--- config.mk ---
export PLATFORM = sky130hd
export DESIGN_NAME = stmin_front
export DESIGN_NICKNAME = d
export VERILOG_FILES = /design/src/rtl/stmin_pkg.sv /design/src/rtl/stmin_front.sv
export SDC_FILE = /design/constraint.sdc
export NUM_CORES = 1
export LEC_CHECK = 0
export ABC_AREA = 1
export BUFFER_PORTS_ARGS = -buffer_cell sky130_fd_sc_hd__buf_2
export CORE_ASPECT_RATIO = 1.2
export CORE_MARGIN = 5
export CORE_UTILIZATION = 50
export CTS_BUF_LIST = sky130_fd_sc_hd__clkbuf_4
export DETAILED_ROUTE_END_ITERATION = 8
export GPL_TIMING_DRIVEN = 0
export PLACE_DENSITY = 0.89
export SLEW_MARGIN = 15
export SYNTH_ARGS = -nofsm -noshare
export SYNTH_HDL_FRONTEND = slang
export SYNTH_SLANG_ARGS = --single-unit
--- constraint.sdc ---
create_clock -name i_clk -period 3.9 [get_ports i_clk]
set_input_delay 0.195 -clock i_clk [delete_from_list [all_inputs] [get_ports i_clk]]
set_output_delay 0.195 -clock i_clk [all_outputs]
set_load 0.05 [all_outputs]
--- src/rtl/stmin_pkg.sv ---
package stmin_pkg;

    localparam int MAX_ELEMENTS_DEF = 1024;
    localparam int LEVELS_DEF       = 11;

    // Wide enough for any element count or index over the full parameter range.
    localparam int POS_W = 17;

    localparam int VALUE_W    = 32;
    localparam int INDEX_W    = 10;
    localparam int S_TDATA_W  = 56;
    localparam int M_TDATA_W  = 32;
    localparam int QUEUE_DEPTH = 2;

    localparam logic [VALUE_W-1:0] SENTINEL = 32'd1000000000;

    typedef enum logic [1:0] {
        CMD_CLEAR  = 2'd0,
        CMD_APPEND = 2'd1,
        CMD_QUERY  = 2'd2
    } t_cmd;

    typedef enum logic [1:0] {
        ST_OK        = 2'd0,
        ST_BAD_RANGE = 2'd1,
        ST_FULL      = 2'd2
    } t_status;

    typedef enum logic [1:0] {
        KIND_RESULT = 2'd0,
        KIND_APPEND = 2'd1,
        KIND_QUERY  = 2'd2
    } t_kind;

    typedef enum logic [1:0] {
        S_IDLE   = 2'd0,
        S_APPEND = 2'd1,
        S_QUERY  = 2'd2,
        S_DONE   = 2'd3
    } t_state;

    // Classified operation handed from the front to the back.
    typedef struct packed {
        t_kind              kind;
        t_status            status;
        logic [VALUE_W-1:0] value;
        logic [POS_W-1:0]   start;  // append position or query left index
        logic [POS_W-1:0]   size;   // query length
    } t_op;

endpackage

--- src/rtl/stmin_front.sv ---
module stmin_front #(
    parameter int MAX_ELEMENTS = stmin_pkg::MAX_ELEMENTS_DEF
) (
    input  logic                          i_clk,
    input  logic                          i_rst_n,
    input  logic                          i_valid,
    input  logic [1:0]                    i_cmd,
    input  logic [stmin_pkg::VALUE_W-1:0] i_value,
    input  logic [stmin_pkg::INDEX_W-1:0] i_left,
    input  logic [stmin_pkg::INDEX_W-1:0] i_right,
    input  logic                          i_full,
    output logic                          o_ready,
    output logic                          o_push,
    output stmin_pkg::t_op                o_op
);

    localparam int CW = $clog2(MAX_ELEMENTS + 1);
    localparam int PW = stmin_pkg::POS_W;

    logic [CW-1:0] r_count;
    logic [CW-1:0] n_count;
    logic [PW-1:0] w_count_ext;
    logic [PW-1:0] w_left_ext;
    logic [PW-1:0] w_right_ext;

    assign o_ready     = !i_full;
    assign o_push      = i_valid && !i_full;
    assign w_count_ext = PW'(r_count);
    assign w_left_ext  = PW'(i_left);
    assign w_right_ext = PW'(i_right);

    // Track the element count here so every item is classified against the
    // count that all earlier items leave behind.
    always_comb begin
        n_count       = r_count;
        o_op.kind     = stmin_pkg::KIND_RESULT;
        o_op.status   = stmin_pkg::ST_OK;
        o_op.value    = i_value;
        o_op.start    = '0;
        o_op.size     = '0;
        case (i_cmd)
            stmin_pkg::CMD_CLEAR: begin
                n_count = '0;
            end
            stmin_pkg::CMD_APPEND: begin
                if (r_count == CW'(MAX_ELEMENTS)) begin
                    o_op.status = stmin_pkg::ST_FULL;
                end else begin
                    o_op.kind  = stmin_pkg::KIND_APPEND;
                    o_op.start = w_count_ext;
                    n_count    = r_count + CW'(1);
                end
            end
            stmin_pkg::CMD_QUERY: begin
                if ((w_left_ext > w_right_ext) || (w_right_ext >= w_count_ext)) begin
                    o_op.status = stmin_pkg::ST_BAD_RANGE;
                end else begin
                    o_op.kind  = stmin_pkg::KIND_QUERY;
                    o_op.start = w_left_ext;
                    o_op.size  = w_right_ext - w_left_ext + PW'(1);
                end
            end
            default: ;
        endcase
    end

    always_ff @(posedge i_clk) begin
        if (!i_rst_n) begin
            r_count <= '0;
        end else if (o_push) begin
            r_count <= n_count;
        end
    end

endmodule

# Word-level counts from Yosys, hierarchy flattened

Cells that the tools add are included.
W data, S select, Z words.

Register bits after elaboration: 11
Bits of input ports: 58
Logic and storage cells: 27
Output and inout port bits: 72

Order comparisons: 2
$add $sub $neg: 3
Reductions and logical operators: 6
Muxes and demuxes: 11
Equality and inequality tests: 4

Operator list:

| operator                | count |
|---|---|
| $pmux W17 S2            | 1 |
| $mux W27                | 1 |
| $mux W11                | 2 |
| $pmux W11 S2            | 1 |
| $mux W17                | 1 |
| $add A11 B2 Y12 const B | 1 |
| $add A11 B1 Y11 const B | 1 |
| $eq A11 B11 Y1 const B  | 1 |
| $ge A10 B11 Y1          | 1 |
| $sub A10 B10 Y11        | 1 |
| $gt A10 B10 Y1          | 1 |
| $pmux W4 S2             | 1 |
| $mux W2                 | 2 |
| $reduce_and A3 Y1       | 1 |
| $eq A2 B1 Y1 const B    | 1 |
| $eq A2 B2 Y1 const B    | 1 |
| $logic_not A2 Y1        | 1 |
| $mux W1                 | 2 |
| $ne A2 B2 Y1 const B    | 1 |
| $reduce_bool A2 Y1      | 1 |
| $logic_and A1 B1 Y1     | 1 |
| $logic_not A1 Y1        | 1 |
| $logic_or A1 B1 Y1      | 1 |

# Depth between registers and ports, before layout

Depth in word-level cells: 4
Depth in mapped cells: 16
Gate-level depth less buffers: 16

# Worst setup path before layout

No wires, ideal clock.

Path kind: register -> output
From: register r_count[0]
To: output o_op[17] (netlist bit)
Path buffers: 0
Path slack: 845 ps
Required time: 3705 ps
Data arrival time: 2860 ps
Stages on the path, launching flop included: 8
Cell sequence: dfxtp_1 inv_1 ha_1 nand4_1 nor2_1 nor2_1 inv_1 o21ai_0

RTL lines:

| item                   | line              | text |
|---|---|---|
| start, declared        | stmin_front.sv:20 | `logic [CW-1:0] r_count;` |
| start signal, assigned | stmin_front.sv:71 | `r_count <= n_count;` |
| end, declared          | stmin_front.sv:14 | `output stmin_pkg::t_op o_op` |

==> summary.txt <==
======================================================================================================
Global-route total usage across every layer                                                      0.202
TritonCTS buffer count                                                                               3
Distinct cells, synth                                                                               26
Max Clk Rate                                                                                   349 MHz
Max Root-Sink Buffers                                                                                2
Mapped Cells                                                                                       413
CP Capture Type                                                                             output pin
Critical Setup Path Class                                                                      reg2out
TritonCTS clock tree                                                                             built
Xor and xnor area share after synthesis                                                         0.0187
Yosys warns                                                                                          0
Combinational family with the most area after synthesis                                   simple AND/OR/NAND/NOR gates
Number of flip-flops and latches in the synthesized netlist                                         11
Final Max Tran Viols                                                                                 0
Synth Area in Adders                                                                             0.148
Number of global-route vias before repair                                                         2444
Max-cap violation count                                                                              0
Final core area utilization                                                                      0.639
Number of H-tree branching levels                                                                    1
Total half-perimeter wirelength after legalization and detailed placement                      5760 um
Number of buffers inserted for hold repair after clock tree synthesis                                0
Top flop regs                                                                              r_count x11
Buffers on Ports                                                                                    91
Power Dens Cells                                                                           188 mW/mm^2
Syn Std Cell Area                                                                         0.00234 sq mm
ANT cells                                                                                            0
Final worst clock skew                                                                      0.00386 ns
Clock insertion delay at the later pin of the skew report                                      0.29 ns
Rows                                                                                                27
Combinational cell fraction of total power                                                       0.627
Area of placed instances                                                                  0.00289 sq mm
Number of antenna-violating nets in the routed design                                                0
Share of the clock period used by the worst path after layout                                    0.735
Weighted congestion reported at the end of routability-driven placement                          0.877
Cell internal power dissipation                                                               0.269 mW
Post-CTS Setup Inserts                                                                               0
Vias post-DR                                                                                      2714
Clock transition at the register clock pins on the worst setup and hold paths after CTS        0.08 ns
Aggregate global routing overflow                                                                    0
Sequential-to-total area share from yosys stat                                                  0.0942
Status                                                                                    complete, no violations
Number of top-level design ports                                                                   130
Final nets                                                                                         599
Initial antenna violation count                                                                      0
Hold crit path type                                                                             in2reg
DIE AREA                                                                                  0.00615 sq mm
Post-synthesis area per instance                                                            5.66 sq um
Post-synthesis compound-gate area fraction                                                      0.0856
Fraction of final layout cells with drive strength greater than 1                                0.304
Number of sinks on the clock net                                                                    11
First-pass DRT Iterations                                                                            4
Clock tree root buffer cell                                                               sky130_fd_sc_hd__clkbuf_4
Required time reported for the critical path endpoint                                          3.70 ns
Number of instances resized during post-cts repair                                                   0
Drt first-iter violations                                                                          120
Vertical extent of the die                                                                     84.9 um
Register name with the most flops                                                              r_count
Final count of negative-setup-slack endpoints                                                        0
Crit path time final                                                                           2.86 ns
Portion of total power attributed to the clock network                                           0.167
Number of design rule violations left after detail routing                                           0
Fraction of the mapped netlist area in simple logic gates                                        0.392
Core outline area                                                                         0.00456 sq mm
Post-Route Setup TNS                                                                              0 ns
Worst Setup Start Kind                                                                        register
Post-route design area                                                                    0.00292 sq mm
Mux contribution to synthesized area                                                                 0
Largest register FFs                                                                                11
Die X                                                                                          72.4 um
Number of vias per cell                                                                           4.75
Mean routed wirelength per cell                                                                11.5 um
Worst Path Max Fanout                                                                                6
Global-route wire length before repair                                                        10300 um
WL final                                                                                       6560 um
Leakage                                                                                        1.75 nW
Initial Utilization                                                                              0.513
Largest net degree at the start of global routing                                                   11
Arrival @ worst endpoint                                                                       2.67 ns
Count of final hold-check violations                                                                 0
RSZ-0062 raised after global routing                                                             false
Register share of total power                                                                    0.207
Area delta synth->final                                                                          24.7%
Power dissipated by switching net loads                                                       0.279 mW
Proportion of total power due to net switching                                                   0.509
Worst IR Drop VDD                                                                           0.000183 V
======================================================================================================
## critical path: stages, from the launching register on
cell and delay, ns:
sky130_fd_sc_hd__dfxtp_1 0.37, sky130_fd_sc_hd__inv_1 0.12, sky130_fd_sc_hd__ha_1 0.33, sky130_fd_sc_hd__a21oi_1 0.14, sky130_fd_sc_hd__nor2_1 0.05, sky130_fd_sc_hd__a21oi_1 0.11, sky130_fd_sc_hd__nand2_1 0.06, sky130_fd_sc_hd__nor2_1 0.11
sky130_fd_sc_hd__nand3_2 0.11, sky130_fd_sc_hd__nor2_4 0.18, sky130_fd_sc_hd__nand2_1 0.09, sky130_fd_sc_hd__nor2_1 0.28, sky130_fd_sc_hd__buf_4 0.17, sky130_fd_sc_hd__buf_2 0.25
## layout make-up
cell class	instances	area (sq um)
inverters	68	255
fillers	442	1650
multi-input cells	292	1530
well taps	58	72.6
flip-flops and latches	11	220
clock buffers	4	30.0
repair buffers	91	455
plain buffers	47	353
## routing by layer
layer | vias to the layer above | wire (um) | GRT usage
li1 | 1441 | - | -
met5 | - | 0 | 0
met4 | 0 | 150 | 0.0822
met2 | 85 | 3530 | 0.401
met3 | 13 | 434 | 0.0213
met1 | 1175 | 2440 | 0.207
## stage by stage
stage | instances | setup slack, ns | total power, mW | hold slack [ns]
after floorplan | 418 | 0.845 | 0.390 | 0.318
after global placement | 567 | 1.25 | 0.452 | 0.453
after detailed placement | 567 | 1.14 | 0.459 | 0.456
after CTS | 571 | 1.00 | 0.551 | 0.147
after global routing | 571 | 0.812 | 0.592 | 0.176
final | 571 | 1.04 | 0.549 | 0.156
## power groups by stage
| stage | clock network (mW) | logic (mW) | registers [mW] |
|---|---|---|---|
| after floorplan | 0 | 0.275 | 0.116 |
| after global placement | 0 | 0.336 | 0.116 |
| after detailed placement | 0 | 0.343 | 0.116 |
| after CTS | 0.0944 | 0.344 | 0.113 |
| after global routing | 0.102 | 0.377 | 0.114 |
| final | 0.0915 | 0.344 | 0.113 |
## cell usage in the layout (no fill, tap or decap), drive strengths merged
cell    netlist  routed
a31oi         1       1
o21ai        16      16
or2           1       1
inv          68      68
nor2         51      51
nor3          5       5
nand3b        3       3
ha           26      26
conb          1       6
nand2       123     123
dfxtp        11      11
xor2          3       3
buf          45     136
nand3        22      22
clkbuf        2       6
fa            1       1
a21oi        22      22
xnor2         2       2
nand4        10      10
## synth_stat cells
cell / n / area [sq um]
sky130_fd_sc_hd__xnor2_1: 2 / 17.5
sky130_fd_sc_hd__fa_1: 1 / 20.0
sky130_fd_sc_hd__nand2_1: 119 / 447
sky130_fd_sc_hd__nor2_1: 44 / 165
sky130_fd_sc_hd__conb_1: 1 / 3.75
sky130_fd_sc_hd__dfxtp_1: 11 / 220
sky130_fd_sc_hd__a31oi_1: 1 / 6.26
sky130_fd_sc_hd__ha_1: 26 / 325
sky130_fd_sc_hd__nand3_1: 21 / 105
sky130_fd_sc_hd__a21oi_1: 21 / 105
sky130_fd_sc_hd__xor2_1: 3 / 26.3
sky130_fd_sc_hd__buf_4: 44 / 330
sky130_fd_sc_hd__a21oi_2: 1 / 8.76
sky130_fd_sc_hd__nor2_4: 1 / 11.3
sky130_fd_sc_hd__or2_2: 1 / 6.26
sky130_fd_sc_hd__nor2_2: 6 / 37.5
sky130_fd_sc_hd__o21ai_0: 16 / 80.1
sky130_fd_sc_hd__nor3_1: 5 / 25.0
sky130_fd_sc_hd__clkbuf_1: 2 / 7.51
sky130_fd_sc_hd__inv_1: 66 / 248
sky130_fd_sc_hd__nand3_2: 1 / 10.0
sky130_fd_sc_hd__nand3b_1: 3 / 22.5
sky130_fd_sc_hd__buf_8: 1 / 15.0
sky130_fd_sc_hd__nand4_1: 10 / 62.6
sky130_fd_sc_hd__inv_2: 2 / 7.51
sky130_fd_sc_hd__nand2_2: 4 / 25.0
## logic make-up (layout without fill, tap and decap cells)
group / count (synthesis) / count (layout)
flops: 11 / 11
compound gates: 39 / 39
other cells: 1 / 6
simple gates: 215 / 215
fa+ha+maj: 27 / 27
xor+xnor: 5 / 5
buf+inv: 115 / 210
## worst paths after layout
kind / endpoint / cells past startpoint / slack, ns / from
max: o_op[12] / 13 / 1.04 / r_count[8]$_SDFFE_PN0P_
min: r_count[0]$_SDFFE_PN0P_ / 3 / 0.16 / i_rst_n
max reg2reg: r_count[6]$_SDFFE_PN0P_ / 12 / 2.07 / r_count[0]$_SDFFE_PN0P_
min reg2reg: r_count[8]$_SDFFE_PN0P_ / 2 / 0.50 / r_count[8]$_SDFFE_PN0P_
(Power assumes the default switching activity.)
