### src/rtl/stmin_pkg.sv
package stmin_pkg;

    localparam int MAX_ELEMENTS_DEF = 1024;
    localparam int LEVELS_DEF       = 11;

    // Wide enough for any element count or index over the full parameter range.
    localparam int POS_W = 17;

    localparam int VALUE_W    = 32;
    localparam int INDEX_W    = 10;
    localparam int S_TDATA_W  = 56;
    localparam int M_TDATA_W  = 32;
    localparam int QUEUE_DEPTH = 2;

    localparam logic [VALUE_W-1:0] SENTINEL = 32'd1000000000;

    typedef enum logic [1:0] {
        CMD_CLEAR  = 2'd0,
        CMD_APPEND = 2'd1,
        CMD_QUERY  = 2'd2
    } t_cmd;

    typedef enum logic [1:0] {
        ST_OK        = 2'd0,
        ST_BAD_RANGE = 2'd1,
        ST_FULL      = 2'd2
    } t_status;

    typedef enum logic [1:0] {
        KIND_RESULT = 2'd0,
        KIND_APPEND = 2'd1,
        KIND_QUERY  = 2'd2
    } t_kind;

    typedef enum logic [1:0] {
        S_IDLE   = 2'd0,
        S_APPEND = 2'd1,
        S_QUERY  = 2'd2,
        S_DONE   = 2'd3
    } t_state;

    // Classified operation handed from the front to the back.
    typedef struct packed {
        t_kind              kind;
        t_status            status;
        logic [VALUE_W-1:0] value;
        logic [POS_W-1:0]   start;  // append position or query left index
        logic [POS_W-1:0]   size;   // query length
    } t_op;

endpackage

### src/rtl/stmin_queue.sv
module stmin_queue (
    input  logic           i_clk,
    input  logic           i_rst_n,
    input  logic           i_push,
    input  stmin_pkg::t_op i_op,
    input  logic           i_pop,
    output logic           o_full,
    output logic           o_empty,
    output stmin_pkg::t_op o_head
);

    localparam int DEPTH = stmin_pkg::QUEUE_DEPTH;
    localparam int QW    = $clog2(DEPTH);

    stmin_pkg::t_op r_slots [DEPTH];
    logic [QW-1:0]  r_wr_ptr;
    logic [QW-1:0]  r_rd_ptr;
    logic [QW:0]    r_fill;

    assign o_full  = (r_fill == (QW + 1)'(DEPTH));
    assign o_empty = (r_fill == '0);
    assign o_head  = r_slots[r_rd_ptr];

    always_ff @(posedge i_clk) begin
        if (!i_rst_n) begin
            r_wr_ptr <= '0;
            r_rd_ptr <= '0;
            r_fill   <= '0;
        end else begin
            if (i_push) begin
                r_wr_ptr <= r_wr_ptr + QW'(1);
            end
            if (i_pop) begin
                r_rd_ptr <= r_rd_ptr + QW'(1);
            end
            if (i_push && !i_pop) begin
                r_fill <= r_fill + (QW + 1)'(1);
            end else if (!i_push && i_pop) begin
                r_fill <= r_fill - (QW + 1)'(1);
            end
        end
    end

    always_ff @(posedge i_clk) begin
        if (i_push) begin
            r_slots[r_wr_ptr] <= i_op;
        end
    end

endmodule

### config.mk
export PLATFORM = sky130hd
export DESIGN_NAME = stmin_queue
export DESIGN_NICKNAME = d
export VERILOG_FILES = /design/src/rtl/stmin_pkg.sv /design/src/rtl/stmin_queue.sv
export SDC_FILE = /design/constraint.sdc
export NUM_CORES = 1
export LEC_CHECK = 0
export ABC_AREA = 1
export BUFFER_PORTS_ARGS = -buffer_cell sky130_fd_sc_hd__buf_4
export CELL_PAD_IN_SITES_DETAIL_PLACEMENT = 1
export CELL_PAD_IN_SITES_GLOBAL_PLACEMENT = 2
export CORE_MARGIN = 4
export CORE_UTILIZATION = 35
export CTS_BUF_LIST = sky130_fd_sc_hd__clkbuf_8 sky130_fd_sc_hd__clkbuf_16
export DETAILED_ROUTE_END_ITERATION = 6
export PLACE_DENSITY_LB_ADDON = 0.1
export SLEW_MARGIN = 30
export SYNTH_ARGS = -nofsm -noshare
export SYNTH_HDL_FRONTEND = slang
export SYNTH_SLANG_ARGS = --single-unit
### constraint.sdc
create_clock -name i_clk -period 4.05 [get_ports i_clk]
set_input_delay 0.405 -clock i_clk [delete_from_list [all_inputs] [get_ports i_clk]]
set_output_delay 0.405 -clock i_clk [all_outputs]
set_load 0.02 [all_outputs]
## Word level (Yosys, flattened, before mapping)

Memories as Yosys holds them, arrays and structs flattened. A register that Yosys moved wholly into a read port is not among the register bits.
Index checks and enable logic that the tools add are counted.
W data, S select, Z words.

| word-level totals | value |
|---|---|
| memories kept | 1 |
| flip-flop bits (word level) | 4 |
| RAM bits | 140 |
| word-level logic and storage cells | 21 |
| bits of input ports | 74 |

Memories:

| memory | depth | bits a word | rd ports | clocked after memory_dff | write ports | RTL line | text |
|---|---|---|---|---|---|---|---|
| r_slots | 2 | 70 | 1 | 1 | 1 | stmin_queue.sv:15 | `stmin_pkg::t_op r_slots [DEPTH];` |

| operators by class | value |
|---|---|
| $add $sub $neg | 4 |
| eq/ne operators | 1 |
| mux-type cells | 6 |
| reduce and logical (&&, ||, !) cells | 6 |

Operators with widths:

| cell | number |
|---|---|
| $mux W1 | 4 |
| $mux W2 | 2 |
| $add A1 B1 Y1 const B | 2 |
| $add A2 B1 Y2 const B | 1 |
| $eq A2 B2 Y1 const B | 1 |
| $logic_and A1 B1 Y1 | 2 |
| $logic_not A1 Y1 | 2 |
| $logic_not A2 Y1 | 1 |
| $reduce_bool A2 Y1 | 1 |
| $sub A2 B1 Y2 const B | 1 |

## Depth between registers and ports, before layout

Gate-level depths: netlist of run 1.

| logic depth | value |
|---|---|
| word-level depth | 4 |
| gate-level depth with buffers | 8 |
| depth with buffers taken out | 8 |

## Least setup slack after synthesis of run 1

Ideal clock, no wire load.

| path | value |
|---|---|
| kind | input to register |
| from | input port i_push |
| to | memory r_slots[0][0] (netlist bit) (enable) |
| stages | 2 |
| setup time | 0.500 ns |
| arrival time | 3.379 ns |
| slack | 0.170 ns |
| path buffers | 0 |
| cells stage by stage | inv_1 nor2_1 |

| on the way | value |
|---|---|
| word-level cells in the longest chain between the ends | 2 |

RTL lines:

| element | RTL line | text |
|---|---|---|
| start, declared | stmin_queue.sv:4 | `input logic i_push,` |
| $mux W1 | stmin_queue.sv:45 | `if (i_push) begin` |
| $mux W1 (implied by the code) | stmin_queue.sv:46 | `r_slots[r_wr_ptr] <= i_op;` |
| end, declared | stmin_queue.sv:15 |  |

No other way between the ends.

==> results of run 1 <==
final cells by class:
type	count	share of cell area
clock inverter	15	0.01690
tap	216	0.03613
inverter	8	0.004684
timing repair buffer	150	0.1549
multi-input combinational	92	0.1546
clock buffer	17	0.05688
sequential	145	0.5759
logic make-up (layout without fill, tap and decap cells):
kind of cell    Yosys count  after routing
compound gates            2              2
buf+inv                  16            190
flops                   145            145
simple gates             19             19
fa+ha+maj                 1              1
mux                      70             70
worst max-delay path, delay by kind of cell, from the launching register on:
family | cells | cell delay, ns
flip-flops | 1 | 0.93
multiplexers | 1 | 0.34
buffers and inverters | 2 | 0.57
per-stage QoR:
stage               cell area, um^2  power (mW)  std cells  hold WS (ns)
floorplan                      5634       2.075        253        0.4635
global placement               6897       2.254        610        0.4768
detailed placement             6928       2.266        611        0.4994
CTS                            7480       3.734        643        0.1531
global route                   7480       3.834        643        0.1464
finish                         7480       3.681        643        0.1803
where the power goes:
group / leakage, nW / internal (mW) / switching (mW) / total [mW]
Sequential: 1.36 / 1.74 / 0.0397 / 1.78
Combinational: 1.35 / 0.238 / 0.210 / 0.449
Clock: 0.269 / 0.888 / 0.569 / 1.46
final timing paths:
kind | endpoint | slack, ns | from
min | r_slots[1][61] | 0.18 | i_op[61]
max | o_head[4] | 1.34 | flop
max reg2reg | r_slots[1][52] | 2.38 | r_wr_ptr
min reg2reg | flop | 0.51 | r_rd_ptr
registers in the layout (all words and copies together) (netlist names), named ones only:
name      cells
r_rd_ptr      1
r_wr_ptr      1
r_fill        2
r_slots     140
per-layer routing:
metal / global-route usage / up-vias / part of all wire
li1: - / 1300 / -
met1: 0.1459 / 1362 / 0.40
met2: 0.2009 / 81 / 0.53
met3: 0.04396 / 11 / 0.056
met4: 0.05600 / 0 / 0.013
met5: 0 / - / 0
placed cells by master, fill, tap and decap left out, drive strengths merged, types with 3 or more instances in the layout:
cell and instances:
buf 150, mux2 70, nand2 8, clkinv 10, inv 8, dfxtp 5
nor2 9, edfxtp 140, clkinvlp 3, clkbuf 17
==> qor.csv, run 1 <==
metric,value,unit
post_synth.cell_area_avg,22.27,um^2
clock_latency,0.41,ns
yosys.area_share.adder,0.002221,
hp-class,input pin to flop,
crit_path_frequent_cell,buf_4,
p_per_area,492.1,nW/um^2
synth.area.top_cells,"edfxtp_1, mux2_4, buf_12",
worst_slack,1.338,ns
cp_cell_sequence,"buf_4, mux2_4, buf_4",
syn_nets,328,
antenna_found_initial,0,
slew-limit-headroom,0.3913,
vias,2754,
place.gp.congestion,0.6835,
htree_levels,4,
crit_type,flop to primary output,
fmax,368.7,MHz
postCtsSetupBuffers,0,
antenna_left,0,
synthSimpleGateAreaFrac,0.01332,
hpwl,7.218,mm
core-area,15830,um^2
multi_input_area,1156,um^2
grt_util_all_layers,0.1229,
regArea,4308,um^2
dp_worst_setup_slack,1.742,ns
drive_gt1_frac,0.5855,
final_core_util,0.4726,
die_h,134.9,um
synth-main-ff-cell,edfxtp_1,
synth_warnings,0,
synth_most_common_cell,edfxtp_1,
die_x,134.9,um
synth-xor-area-share,0,
clockBufferDepth,2,
setup_viol,0,
via_per_inst,4.283,
rows,46,
cts_resized,0,
tns,0,ns
start_util,0.3560,
cp.required,3.64,ns
maxCapViolations,0,
post-synth-top-area-cell,edfxtp_1,
synth_mux_area_frac,0.1865,
first_pass_iters,5,
grt_pass1_vias,2948,
holdPathStages,1,
max_stage_delay,0.93,ns
cp.arrival,2.31,ns
hold_buffers,0,
post_drt_wl_per_cell,16.85,um
hold_viol,0,
critPathMaxFanout,47,
p_leak,2.979,nW
synth_compound_area_frac,0.001777,
syn_area,5634,um^2
cp-start-kind,flop,
cts_tree,built,
synth_top_cells_by_count,"edfxtp_1, mux2_4, nor2_1, inv_1, nand2_1",
syn_to_final_growth,32.76,%
num-fill-cells,1518,
r2r_cells,3,
numCtsBuffers,17,
post-route-period-util,0.6697,
grt_max_degree,57,
synth_top_area_share,0.7462,
peakVddDrop,0.0002686,V
outcome,finished clean,
synth_seq_cells,145,
portBuffers,145,
synth_top_family_by_area,multiplexers,
routed_wl,10.83,mm
dieArea,18190,um^2
worstMarginPinSlew,0.9131,ns
synth_seq_area_share,0.7639,
skew,0.005681,ns
crit_path_top_delay_cell,dfxtp_4,
finalMaxSlewViolations,0,
final_nets,489,
n_antenna_cell,0,
route.detailed.drc,0,
grt-ovfl-total,0,
async_reset_ff_frac,0,
grt_pass1_wl,16.49,mm
drtIter0Drc,118,
synth_edf_count,140,
clock-root-buffer,clkbuf_16,
clkTransAtPathRegs,0.06,ns
min_period,2.712,ns
synth.distinct_cells,13,
rsz0062_at_grt,false,
critPathCaptureType,primary output,
synth_cells,253,
ios,146,
clock-sinks,145,
(Power assumes the default switching activity.)
==> run 2: changes to the inputs <==
- ABC_AREA: 1 -> 0
- CORE_UTILIZATION: 35 -> 38
- clock period: 4.05 -> 2.55 ns (I/O delays scaled with it)
==> qor.csv, run 2 <==
metric,value,unit,change
largest_register,r_slots,,unchanged
min_period,2.143,ns,
grt_use_met3,0.05032,,was 0.04396
synth.distinct_cells,16,,was 13
rsz0062_at_grt,false,,unchanged
fmax,466.6,MHz,
dpl_cell_area,6611,um^2,was 6928 um^2
place.gp.congestion,0.6749,,was 0.6835
skew,0.004071,ns,was 0.005681 ns
worst_slack,0.4068,ns,was 1.338 ns
synth_top_area_share,0.8006,,was 0.7462
vias,2707,,was 2754
grt_util_all_layers,0.1414,,was 0.1229
rows,42,,was 46
hold_ws,0.02997,ns,was 0.1803 ns
antenna_found_initial,0,,unchanged
timing.rr.end,r_slots[1][17],,was r_slots[1][52]
ios,146,,unchanged
synth_most_common_cell,edfxtp_1,,unchanged
clockBufferDepth,2,,unchanged
fin_cells,592,,was 643
r2r-start,r_wr_ptr,,unchanged
top_regs,"r_slots: 140 flops, r_fill: 2 flops",,unchanged
post-route-period-util,0.8405,,
critPathCaptureType,primary output,,unchanged
synth_edf_count,140,,unchanged
die_x,125.6,um,was 134.9 um
drive_gt1_frac,0.6130,,was 0.5855
cp-start-kind,flop,,unchanged
drtIter0Drc,140,,was 118
syn_to_final_growth,37.79,%,was 32.76%
r2r_setup_slack,1.03,ns,was 2.38 ns
post_drt_wl_per_cell,17.87,um,was 16.85 um
finalMaxSlewViolations,0,,unchanged
synth_warnings,0,,unchanged
synth_seq_area_share,0.8196,,was 0.7639
hp-start,i_op[69],,was i_op[61]
hold_viol,0,,unchanged
cp.required,2.30,ns,was 3.64 ns
post_synth.cell_area_avg,21.88,um^2,was 22.27 um^2
critPathMaxFanout,31,,was 47
grt_pass1_vias,3053,,was 2948
holdPathStages,1,,unchanged
first_pass_iters,4,,was 5
clock-root-buffer,clkbuf_16,,unchanged
outcome,finished clean,,unchanged
p_leak,2.737,nW,was 2.979 nW
min_to,r_slots[1][69],,was r_slots[1][61]
htree_levels,4,,unchanged
slew-limit-headroom,0.6843,,was 0.3913
syn_nets,315,,was 328
synth_seq_cells,145,,unchanged
routed_wl,10.58,mm,was 10.83 mm
final_cell_mix,"buf_4, edfxtp_1, mux2_2, clkbuf_16, clkinv_2",,"was buf_4, edfxtp_1, mux2_4, clkbuf_16"
r2r_cells,2,,was 3
final_nets,478,,was 489
core-area,13400,um^2,was 15830 um^2
hpwl,7.289,mm,was 7.218 mm
synth_cells,240,,was 253
clkTransAtPathRegs,0.06,ns,about the same
async_reset_ff_frac,0,,unchanged
totalPowerFinal,6.130,mW,was 3.681 mW
synth_top_cells_by_count,"edfxtp_1, mux2_2, buf_2, dfxtp_1, and2_1",,"was edfxtp_1, mux2_4, nor2_1, inv_1, nand2_1"
cts_resized,0,,unchanged
top_usage_layer,met2,,unchanged
largest_register_ffs,140,,unchanged
grt.met2_usage,0.2262,,was 0.2009
final_common_cell,buf_4,,unchanged
postCtsSetupBuffers,0,,unchanged
portBuffers,145,,unchanged
final_core_util,0.5400,,was 0.4726
grt_pass1_wl,16.79,mm,was 16.49 mm
clock_latency,0.41,ns,about the same
start_util,0.3919,,was 0.3560
post-synth-top-area-cell,edfxtp_1,,unchanged
clock-sinks,145,,unchanged
hp-class,input pin to flop,,unchanged
antenna_left,0,,unchanged
hold_buffers,0,,unchanged
grt_max_degree,32,,was 57
grt-ovfl-total,0,,unchanged
numCtsBuffers,17,,unchanged
die_h,125.6,um,was 134.9 um
final_area,7236,um^2,was 7480 um^2
syn_area,5251,um^2,was 5634 um^2
synth-main-ff-cell,edfxtp_1,,unchanged
n_antenna_cell,0,,unchanged
dieArea,15760,um^2,was 18190 um^2
route.detailed.drc,0,,unchanged
synth.area.top_cells,"edfxtp_1, mux2_2, dfxtp_1",,"was edfxtp_1, mux2_4, buf_12"
cp.arrival,1.89,ns,was 2.31 ns
crit_type,flop to primary output,,unchanged
dp.cells,560,,was 611
via_per_inst,4.573,,was 4.283
p_per_area,847.2,nW/um^2,was 492.1 nW/um^2
peakVddDrop,0.0004657,V,was 0.0002686 V
dp_worst_setup_slack,0.8058,ns,was 1.742 ns
tns,0,ns,unchanged
maxCapViolations,0,,unchanged
cts_tree,built,,unchanged
setup_viol,0,,unchanged
grt_use_met1,0.1705,,was 0.1459
worstMarginPinSlew,0.4736,ns,was 0.9131 ns
run 2: where the power goes:
| part | leakage [nW] | total (mW) | switching [mW] | internal, mW |
|---|---|---|---|---|
| logic | 1.06 | 0.720 | 0.360 | 0.360 |
| clock network | 0.316 | 2.60 | 0.893 | 1.71 |
| registers | 1.36 | 2.80 | 0.0520 | 2.75 |
| total | 2.74 | 6.13 | 1.31 | 4.83 |
run 2: how the worst max path moves through the flow:
stage | startpoint | end | slack, ns
2_1_floorplan | r_wr_ptr | r_slots[1][0] | 0.09
4_1_cts | flop | o_head[18] | 0.36
5_1_grt | flop | o_head[9] | 0.30
6_report | flop | o_head[18] | 0.41
3_3_place_gp | flop | o_head[30] | 0.80
3_5_place_dp | flop | o_head[30] | 0.81
run 2: metal layers:
layer / vias to the layer above / routed length (um)
met5: - / 0
met4: 0 / 203
met3: 17 / 697
met2: 87 / 5271
met1: 1335 / 4407
li1: 1268 / -
run 2: logic make-up (layout without fill, tap and decap cells):
logic type                 after synthesis  after routing  synth area share
AOI/OAI and AO/OA                        3              3          0.003812
DFF                                    145            145            0.8196
and+or+nand+nor                          9              9           0.01072
muxes                                   70             70            0.1501
xor gates and xnor gates                 3              3          0.005004
adders and majority gates                1              1          0.002382
buffers and inverters                    9            185          0.008339
run 2: worst max-delay path, stage by stage (launching register included):
cell and delay, ns:
dfxtp_4 0.64, buf_12 0.27, mux2_2 0.37, buf_4 0.16
run 2: area by class of cell:
| cell class | instances | area, um^2 |
|---|---|---|
| clock buffer | 17 | 425.4 |
| clock inverter | 15 | 198.9 |
| fill | 1227 | 6165 |
| inverter | 1 | 3.754 |
| multi-input combinational | 86 | 913.4 |
| sequential | 145 | 4308 |
| tap | 176 | 220.2 |
| timing repair buffer | 152 | 1166 |
==> run 3: changes to the inputs <==
- clock period: 2.55 -> 2 ns (I/O delays scaled with it)
==> qor.csv, run 3 (same netlist as run 2, synthesis figures left out) <==
metric,value,unit,change
tns,0,ns,unchanged
antenna_found_initial,0,,unchanged
multi_input_area,913.4,um^2,unchanged
crit_path_top_delay_cell,mux2_2,,was dfxtp_4
antenna_left,0,,unchanged
grt_pass1_wl,17.08,mm,was 16.79 mm
cp.arrival,1.56,ns,was 1.89 ns
worstMarginPinSlew,0.3734,ns,was 0.4736 ns
via_per_inst,4.517,,was 4.573
peakVddDrop,0.0005812,V,was 0.0004657 V
r2r_cells,2,,unchanged
seqPwrFrac,0.442,,was 0.458
top_regs,"r_slots: 140 flops, r_fill: 2 flops",,unchanged
hp-class,input pin to flop,,unchanged
start_util,0.3919,,unchanged
rows,42,,unchanged
clock-sinks,145,,unchanged
place.gp.congestion,0.6728,,was 0.6749
fin_cells,662,,was 592
final_nets,548,,was 478
skew,0.004524,ns,was 0.004071 ns
clockBufferDepth,2,,unchanged
drive_gt1_frac,0.5185,,was 0.6130
cts_resized,0,,unchanged
grt_max_degree,56,,was 32
final_common_cell,buf_4,,unchanged
p_per_area,1006,nW/um^2,was 847.2 nW/um^2
dp.cells,560,,unchanged
r2r-start,r_wr_ptr,,unchanged
die_h,125.6,um,unchanged
r2r_setup_slack,0.59,ns,was 1.03 ns
max_stage_delay,0.38,ns,was 0.64 ns
routed_wl,10.82,mm,was 10.58 mm
grt-ovfl-total,0,,unchanged
numCtsBuffers,17,,unchanged
hpwl,6.820,mm,was 7.289 mm
htree_levels,4,,unchanged
grt_pass1_vias,3352,,was 3053
largest_register,r_slots,,unchanged
first_pass_iters,4,,unchanged
post-route-period-util,0.8813,,
route.detailed.drc,0,,unchanged
finalMaxSlewViolations,0,,unchanged
cp-start-kind,flop,,unchanged
worst_slack,0.2374,ns,was 0.4068 ns
grt_util_all_layers,0.1427,,was 0.1414
critPathCaptureType,primary output,,unchanged
holdPathStages,2,,was 1
crit_type,flop to primary output,,unchanged
fmax,567.4,MHz,
slew-limit-headroom,0.7511,,was 0.6843
min_to,r_rd_ptr,,was r_slots[1][69]
timing.rr.end,r_slots[1][57],,was r_slots[1][17]
cts_tree,built,,unchanged
ios,146,,unchanged
hold_viol,0,,unchanged
rsz0062_at_grt,false,,unchanged
largest_register_ffs,140,,unchanged
clkTransAtPathRegs,0.06,ns,about the same
swShare,0.2064,,was 0.2129
vias,2990,,was 2707
maxCapViolations,0,,unchanged
internal-power,6.371,mW,was 4.825 mW
setup_viol,0,,unchanged
syn_to_final_growth,52.01,%,was 37.79%
dieArea,15760,um^2,unchanged
regArea,4308,um^2,unchanged
outcome,finished clean,,unchanged
final_cell_mix,"buf_4, edfxtp_1, mux2_2, dlygate4sd3_1, clkbuf_16",,"was buf_4, edfxtp_1, mux2_2, clkbuf_16, clkinv_2"
num-fill-cells,1198,,was 1227
cp_cell_sequence,"buf_12, mux2_2, buf_4",,unchanged
power_switching,1.657,mW,was 1.305 mW
pwr-share-clk,0.425,,about the same
comb_power_share,0.133,,was 0.118
critPathMaxFanout,37,,was 31
clock_latency,0.41,ns,about the same
hp-start,i_rst_n,,was i_op[69]
p_leak,3.033,nW,was 2.737 nW
n_antenna_cell,0,,unchanged
dp_worst_setup_slack,0.5851,ns,was 0.8058 ns
clock-root-buffer,clkbuf_16,,unchanged
post_drt_wl_per_cell,16.35,um,was 17.87 um
core-area,13400,um^2,unchanged
cp.required,1.80,ns,was 2.30 ns
die_x,125.6,um,unchanged
portBuffers,145,,unchanged
min_period,1.763,ns,
drtIter0Drc,162,,was 140
==> run 3: changes by cell type in the layout (fill, tap and decap cells not counted) <==
| cell | change |
|---|---|
| bufinv_16 | +1 |
| inv_1 | -2 |
| clkinv_1 | +5 |
| buf_12 | +2 |
| dlygate4sd3_1 | +70 |
| clkinv_2 | -4 |
| buf_4 | -2 |
==> run 3: power by group through the flow <==
stage | clock network, mW | logic [mW] | registers [mW]
global route | 3.67 | 1.14 | 3.56
CTS | 3.50 | 1.09 | 3.55
floorplan | 0 | 0.513 | 3.60
global placement | 0 | 0.959 | 3.60
detailed placement | 0 | 0.968 | 3.62
finish | 3.41 | 1.07 | 3.55
==> run 3: critical path: cells and delay by family, from the launching register on <==
family | cells | cell delay (ns)
buffers and inverters | 2 | 0.38
flip-flops | 1 | 0.37
multiplexers | 1 | 0.38
==> run 3: through the flow <==
| stage | total power, mW | instance area, um^2 | hold slack, ns | utilization |
|---|---|---|---|---|
| detailed placement | 4.584 | 6636 | 0.3879 | 0.4952 |
| floorplan | 4.114 | 5260 | 0.2989 | - |
| CTS | 8.134 | 7983 | 0.009475 | 0.5957 |
| global route | 8.376 | 7983 | 0.02034 | 0.5957 |
| finish | 8.028 | 7983 | 0.02829 | 0.5957 |
| global placement | 4.564 | 6636 | 0.3854 | 0.4952 |
==> run 3: worst max path at each step <==
stage,start,endpoint,slack [ns],cells past startpoint
4_1_cts,flop,o_head[49],0.20,3
3_5_place_dp,r_wr_ptr,r_slots[1][57],0.59,2
6_report,flop,o_head[30],0.24,3
2_1_floorplan,r_wr_ptr,r_slots[0][0],0.20,1
3_3_place_gp,r_wr_ptr,r_slots[1][55],0.62,2
5_1_grt,flop,o_head[30],0.17,3
==> run 3: cell type report <==
class | count | area share
Inverter | 1 | 0.0004702
Timing Repair Buffer | 222 | 0.2370
Clock inverter | 15 | 0.02759
Sequential cell | 145 | 0.5397
Multi-Input combinational cell | 86 | 0.1144
Tap cell | 176 | 0.02759
Clock buffer | 17 | 0.05329
==> run 3: what timing repair did <==
item / 4_1_cts / 5_1_grt
buffers inserted: 0 / 0
endpoints found under the hold margin: 140 / 0
hold buffers: 70 / 0
==> run 3: layer usage <==
metal  GRT usage  share of wire
met1      0.1497           0.38
met2      0.2568           0.54
met3     0.04776          0.064
met4     0.06696          0.020
met5           0              0
